==> config.mk <==
export PLATFORM = sky130hd
export DESIGN_NAME = bounded_sorted_min_queue
export DESIGN_NICKNAME = d
export VERILOG_FILES = /design/src/sv/bsmq_pkg.sv /design/src/sv/bsmq_cell.sv /design/src/sv/bounded_sorted_min_queue.sv
export SDC_FILE = /design/constraint.sdc
export NUM_CORES = 2
export LEC_CHECK = 0
export CORE_MARGIN = 3
export CORE_UTILIZATION = 32
export CTS_CLUSTER_SIZE = 16
export DETAILED_ROUTE_END_ITERATION = 10
export DONT_BUFFER_PORTS = 1
export SLEW_MARGIN = 20
export SYNTH_ARGS = -nofsm -noshare
export SYNTH_HDL_FRONTEND = slang
export SYNTH_SLANG_ARGS = --single-unit
==> constraint.sdc <==
create_clock -name clock -period 10.8 [get_ports clock]
set_clock_uncertainty 0.15 [all_clocks]
set_input_delay 1.08 -clock clock [delete_from_list [all_inputs] [get_ports clock]]
set_output_delay 1.08 -clock clock [all_outputs]
set_load 0.05 [all_outputs]
==> src/sv/bsmq_pkg.sv <==
`timescale 1ns / 1ps

package bsmq_pkg;

   localparam int DEPTH = 16;
   localparam int CNT_W = $clog2(DEPTH + 1);
   localparam int SLOT_W = (DEPTH > 1) ? $clog2(DEPTH) : 1;

   localparam logic [1:0] ACT_ENQUEUE = 2'd0;
   localparam logic [1:0] ACT_DEQUEUE = 2'd1;
   localparam logic [1:0] ACT_CLEAR   = 2'd2;
   localparam logic [1:0] ACT_QUERY   = 2'd3;

   localparam logic [1:0] STS_OK    = 2'd0;
   localparam logic [1:0] STS_FULL  = 2'd1;
   localparam logic [1:0] STS_EMPTY = 2'd2;

   typedef struct packed {
      logic [1:0]         action;
      logic [15:0]        item_index;
      logic signed [31:0] item_value;
   } req_type;

   typedef struct packed {
      logic [1:0]         status;
      logic [4:0]         entry_count;
      logic [15:0]        min_index;
      logic signed [31:0] min_value;
      logic [15:0]        max_index;
      logic signed [31:0] max_value;
      logic               is_empty;
      logic               is_full;
   } rsp_type;

   typedef struct packed {
      logic signed [31:0] value;
      logic [15:0]        index;
   } entry_type;

   typedef struct packed {
      logic      enq_en;
      logic      deq_en;
      entry_type item;
   } cell_ctl_type;

endpackage

==> src/sv/bsmq_cell.sv <==
`timescale 1ns / 1ps

module bsmq_cell import bsmq_pkg::*; (
   input  logic         clock,
   input  cell_ctl_type ctl,
   input  logic         occupied,
   input  logic         left_ge,
   input  entry_type    left_data,
   input  entry_type    right_data,
   output logic         ge,
   output entry_type    data
);

   entry_type data_ff;
   entry_type data_in;

   // new item sorts after this entry
   assign ge = occupied && (ctl.item.value >= data_ff.value);

   always_comb begin
      data_in = data_ff;
      if (ctl.enq_en) begin
         if (!ge) begin
            data_in = left_ge ? ctl.item : left_data;
         end
      end else if (ctl.deq_en) begin
         data_in = right_data;
      end
   end

   always_ff @(posedge clock) begin
      data_ff <= data_in;
   end

   assign data = data_ff;

endmodule

==> src/sv/bounded_sorted_min_queue.sv <==
`timescale 1ns / 1ps
// Channel  Ports                          Direction  Contents
// request  req_valid/req_ready/req_data   in         req_type: action, index, value
// response rsp_valid/rsp_ready/rsp_data   out        rsp_type: status, count, min, max
// csr      csr_wr_en/csr_wr_data          in         capacity, 5 bits
//
// The cell chain updates at the accepting edge; the response register then loads
// from the chain once rsp_data is free (rsp_valid low or rsp_ready high).
// The next item is accepted once the previous response has entered rsp_data.
// Reset empties the queue and sets capacity to DEPTH; slot contents are not reset.
// A capacity write also empties the queue.

module bounded_sorted_min_queue import bsmq_pkg::*; (
   input  logic       clock,
   input  logic       reset,
   input  logic       req_valid,
   output logic       req_ready,
   input  req_type    req_data,
   output logic       rsp_valid,
   input  logic       rsp_ready,
   output rsp_type    rsp_data,
   input  logic       csr_wr_en,
   input  logic [4:0] csr_wr_data
);

   logic [CNT_W-1:0] count_ff, count_in;
   logic [CNT_W-1:0] cap_ff, cap_in;
   logic             busy_ff, busy_in;
   logic [1:0]       status_ff, status_in;
   logic             rsp_valid_ff, rsp_valid_in;
   rsp_type          rsp_data_ff, rsp_data_in;

   cell_ctl_type     ctl;
   entry_type        cell_data [DEPTH];
   logic             cell_ge [DEPTH];
   logic [CNT_W-1:0] last_cnt;
   logic [SLOT_W-1:0] last_slot;
   entry_type        max_entry;
   logic             accept;
   logic             full;
   logic             empty;
   logic             reject;
   logic             load_rsp;

   assign last_cnt  = count_ff - CNT_W'(1);
   assign last_slot = last_cnt[SLOT_W-1:0];
   assign max_entry = cell_data[last_slot];
   assign full      = (count_ff >= cap_ff);
   assign empty     = (count_ff == '0);
   assign reject    = full && !(req_data.item_value < max_entry.value);

   assign req_ready = !busy_ff;
   assign accept    = req_valid && !busy_ff;

   assign ctl.item.value = req_data.item_value;
   assign ctl.item.index = req_data.item_index;
   assign ctl.enq_en = accept && (req_data.action == ACT_ENQUEUE) && !reject;
   assign ctl.deq_en = accept && (req_data.action == ACT_DEQUEUE) && !empty;

   for (genvar i = 0; i < DEPTH; i++) begin : g_cell
      logic      left_ge;
      entry_type left_data;
      entry_type right_data;
      if (i == 0) begin : g_first
         assign left_ge   = 1'b1;
         assign left_data = ctl.item;
      end else begin : g_mid
         assign left_ge   = cell_ge[i-1];
         assign left_data = cell_data[i-1];
      end
      if (i == DEPTH - 1) begin : g_last
         assign right_data = ctl.item;
      end else begin : g_inner
         assign right_data = cell_data[i+1];
      end
      bsmq_cell u_cell (
         .clock      (clock),
         .ctl        (ctl),
         .occupied   (count_ff > CNT_W'(i)),
         .left_ge    (left_ge),
         .left_data  (left_data),
         .right_data (right_data),
         .ge         (cell_ge[i]),
         .data       (cell_data[i])
      );
   end

   always_comb begin
      if (csr_wr_data == 5'd0) begin
         cap_in = CNT_W'(1);
      end else if (32'(csr_wr_data) > DEPTH) begin
         cap_in = CNT_W'(DEPTH);
      end else begin
         cap_in = CNT_W'(csr_wr_data);
      end
   end

   always_comb begin
      count_in  = count_ff;
      status_in = status_ff;
      busy_in   = busy_ff;
      if (accept) begin
         busy_in   = 1'b1;
         status_in = STS_OK;
         unique case (req_data.action)
            ACT_ENQUEUE: begin
               if (reject) begin
                  status_in = STS_FULL;
               end else if (!full) begin
                  count_in = count_ff + CNT_W'(1);
               end
            end
            ACT_DEQUEUE: begin
               if (empty) begin
                  status_in = STS_EMPTY;
               end else begin
                  count_in = count_ff - CNT_W'(1);
               end
            end
            ACT_CLEAR: begin
               count_in = '0;
            end
            ACT_QUERY: begin
               if (empty) begin
                  status_in = STS_EMPTY;
               end
            end
            default: begin
               status_in = STS_OK;
            end
         endcase
      end
      if (load_rsp) begin
         busy_in = 1'b0;
      end
      if (csr_wr_en) begin
         count_in = '0;
      end
   end

   assign load_rsp = busy_ff && (!rsp_valid_ff || rsp_ready);

   always_comb begin
      rsp_data_in = rsp_data_ff;
      rsp_valid_in = rsp_valid_ff;
      if (load_rsp) begin
         rsp_valid_in            = 1'b1;
         rsp_data_in.status      = status_ff;
         rsp_data_in.entry_count = 5'(count_ff);
         rsp_data_in.is_empty    = empty;
         rsp_data_in.is_full     = (count_ff == cap_ff);
         if (empty) begin
            rsp_data_in.min_index = '0;
            rsp_data_in.min_value = '0;
            rsp_data_in.max_index = '0;
            rsp_data_in.max_value = '0;
         end else begin
            rsp_data_in.min_index = cell_data[0].index;
            rsp_data_in.min_value = cell_data[0].value;
            rsp_data_in.max_index = max_entry.index;
            rsp_data_in.max_value = max_entry.value;
         end
      end else if (rsp_valid_ff && rsp_ready) begin
         rsp_valid_in = 1'b0;
      end
   end

   always_ff @(posedge clock) begin
      if (reset) begin
         count_ff     <= '0;
         cap_ff       <= CNT_W'(DEPTH);
         busy_ff      <= 1'b0;
         rsp_valid_ff <= 1'b0;
      end else begin
         count_ff     <= count_in;
         cap_ff       <= csr_wr_en ? cap_in : cap_ff;
         busy_ff      <= busy_in;
         rsp_valid_ff <= rsp_valid_in;
      end
   end

   always_ff @(posedge clock) begin
      status_ff   <= status_in;
      rsp_data_ff <= rsp_data_in;
   end

   assign rsp_valid = rsp_valid_ff;
   assign rsp_data  = rsp_data_ff;

endmodule
==> results.md <==
* Starting density of the core at 32.3%
* TritonCTS clock tree: yes
* Std-Cell Rows at 167
* Number of synthesized register bits at approximately 890
* Critical path fanouts, max at approximately 140
* H-tree levels at 3
* Root Driver: clkbuf_16
* RSZ-0062 raised after global routing: false
* Area grow syn2layout at 9.10%
* Syn_nets at ~6,500
* Seq/Total Area, Yosys at 39.6%
* Worst-Skew Late Latency at around 0.8 ns
* Worst hold slack at ~0.22 ns
* # nets final at between 6,000 and 7,000
* Initial DRC count at between 7,000 and 8,000
* Syn Std Cell Area at 67,000 sq um
* Syn Area/Cell at approximately 11 sq um
* Initial antenna violation count at 14
* Slew Viols, Final at 0
* Clock sinks at 887
* Number of synthesized flops with an enable pin at ~900
* CP endpoint kind: flop
* Worst EP arrival at 8.81 ns
* Final Hold Viols at 0
* Synth cell types at 75
* Vias in the first global route at a little over 50,000
* Pwr per Cell Area at about 130 nW/um^2
* Total power at roughly 9.7 mW
* CTS Buf Count at between 100 and 150
* Setup TNS at 0 ns
* Drc violations at 0
* Pin slew with the least headroom to its limit at 1.20 ns
* Max Freq at about 120 MHz
* Layout cell share with drive strength beyond 1 at between 10% and 20%
* Via-to-Cell Ratio at roughly 6.3
* Mapped Cells at 5,878
* CORE AREA at slightly above 200,000 sq um
* Clock slew at reported path FFs at approximately 0.070 ns
* Primary FF master, synth: edfxtp_1
* Number of top-level pins at 167
* Hold_buf cts at 0
* Largest net degree at the start of global routing at 187
* DIE AREA at ~210,000 sq um
* Post-CTS setup buffer count at 0
* Tightest Hold Check Type: input port to flop
* Crit share post-route at 78.0%
* Leak pwr at between 20 and 30 nW
* Drt first pass iters at 8
* Status: finished clean
* Bufs on Longest Clock Path at 3
* Layout Cells excl Fill at around 8,400
* Total track usage at 23.4%
* Final setup violation count at 0
* Placed Cells at slightly above 8,000
* Post-route ant nets at 0
* Slew HR at around 20%
* CP startpoint kind: flop
* Wire length per cell at 31.0 um
* First-pass GRT wire length at between 300,000 and 400,000 um
* Max Cap Violations at 0
* Yosys warnings at 0
* Via count at between 50,000 and 60,000
* HPWL Detailed at approximately 180,000 um
* Total grt overflow at 0
* CP required at 11.18 ns
* Post-cts sizing count at 0
* Die height at around 460 um
* Routability cong. at just under 1
* WS Path Type: flop to flop
* WL final at between 200,000 and 300,000 um
* Fin util at 35.2%
* Minimum clock period at roughly 8.4 ns
* Die X at roughly 460 um
* Ys async rst share at 0%
* Peak VDD IR at about 0.14 mV
* Port-buffer cells at 0
[per-stage QoR]
| step | setup slack [ns] | area (sq um) |
|---|---|---|
| after floorplan | 1.05 | 67000 |
| after global placement | 2.64 | 69300 |
| after detailed placement | 2.66 | 69300 |
| after CTS | 2.65 | 73000 |
| after global routing | 2.22 | 73000 |
| final | 2.37 | 73100 |
[report_power, final]
part	internal, mW	switching (mW)	leakage, nW
registers	3.98	0.195	8.11
clock network	2.26	1.65	1.78
logic	0.578	1.08	17.7
total	6.82	2.92	27.6
[critical path, cell delays in order (launching register included)]
cell and delay (ns):
dfxtp_4 0.35, inv_4 0.53, ha_4 0.37, inv_6 0.40, buf_12 0.37, mux4_2 0.36
mux4_2 0.50, ha_1 0.33, a21oi_1 0.18, o21ai_0 0.18, a221oi_1 0.53, a31oi_1 0.41
o31ai_4 0.26, buf_4 0.44, and3_4 0.72, buf_4 0.60, buf_12 0.55, mux2_4 0.35
[per-layer routing]
layer  global-route usage (%)  wire [um]  vias up
li1                         -          -    22318
met1                     30.4     102000    26709
met2                     35.3     115000     3363
met3                     6.17      28400      690
met4                     12.8      16200        6
met5                        0         34        -
[cells in the final DEF (no fill, tap or decap), types with 21 or more instances in the layout]
cell       count
edfxtp_1     875
mux2i_1      808
ha_1         557
inv_1        544
a31oi_1      389
a21oi_1      302
mux4_2       224
o211ai_1     219
nand2_1      134
nor2_1       121
clkbuf_16    109
o2111ai_1    102
nand3_1       97
buf_4         97
a21o_1        96
o21ai_0       92
a31oi_2       80
mux2_2        77
nand4_1       70
mux2_4        60
o31ai_1       52
a211oi_1      50
nor3_1        42
nor2b_1       40
clkbuf_1      26
and4_1        24
o21a_1        22
and2_1        21
[path summary, 6_finish.rpt]
kind / slack, ns / depth (start not counted) / endpoint / from
hold / removal: 0.22 / 1 / rsp_valid$_SDFFE_PP0P_ / reset
setup reg to reg: 2.37 / 17 / g_cell[12].u_cell.data[4]$_DFFE_PP_ / count_ff[0]$_SDFFE_PP0P_
hold reg to reg: 0.27 / 0 / rsp_data[103]$_DFFE_PP_ / status_ff[0]$_DFFE_PP_
setup / recovery: 2.37 / 17 / g_cell[12].u_cell.data[4]$_DFFE_PP_ / count_ff[0]$_SDFFE_PP0P_
[flip-flops by register name (all words and copies together), names as in the netlist]
| register | cells |
|---|---|
| busy_ff | 1 |
| cap_ff | 5 |
| count_ff | 5 |
| g_cell.u_cell.data | 768 |
| rsp_data | 105 |
| rsp_valid | 1 |
| status_ff | 2 |
[synth_stat cells, drive strengths merged, types with 41 or more instances]
cell     number  share of area, %
a21o        101               1.1
a21oi       306               2.3
nand4        70              0.65
a31oi       469               5.1
o31ai        54              0.63
edfxtp      875                39
buf         181               1.7
nand3       100              0.75
o21ai       105              0.78
mux4        224               7.5
a211oi       51              0.58
o211ai      219               2.5
ha          559                10
mux2        146               2.8
nor2b        41              0.38
clkbuf      363               2.0
mux2i       809                12
o2111ai     105               1.4
nand2       137              0.77
nor2        121              0.68
nor3         42              0.31
inv         548               3.1
[area by class of cell]
type,count,area [sq um]
fillers,20248,134000
multi-input cells,3899,36400
flip-flops and latches,887,26500
well taps,2788,3490
clock buffers,141,2910
inverters,548,2070
repair buffers,107,903
clock inverters,57,773
diodes,7,17.5
[cells by family (layout without fill, tap and decap cells)]
kind of cell | Yosys count | in the layout | synth area share [%]
fa+ha+maj | 559 | 559 | 10.4
simple gates | 627 | 627 | 4.74
mux | 1179 | 1179 | 22.4
compound gates | 1530 | 1530 | 15.9
flops | 887 | 887 | 39.6
buf+inv | 1092 | 853 | 6.84
other cells | 0 | 7 | 0
xor+xnor | 4 | 4 | 0.0804
Note: power is estimated with default switching activity, not from simulation.
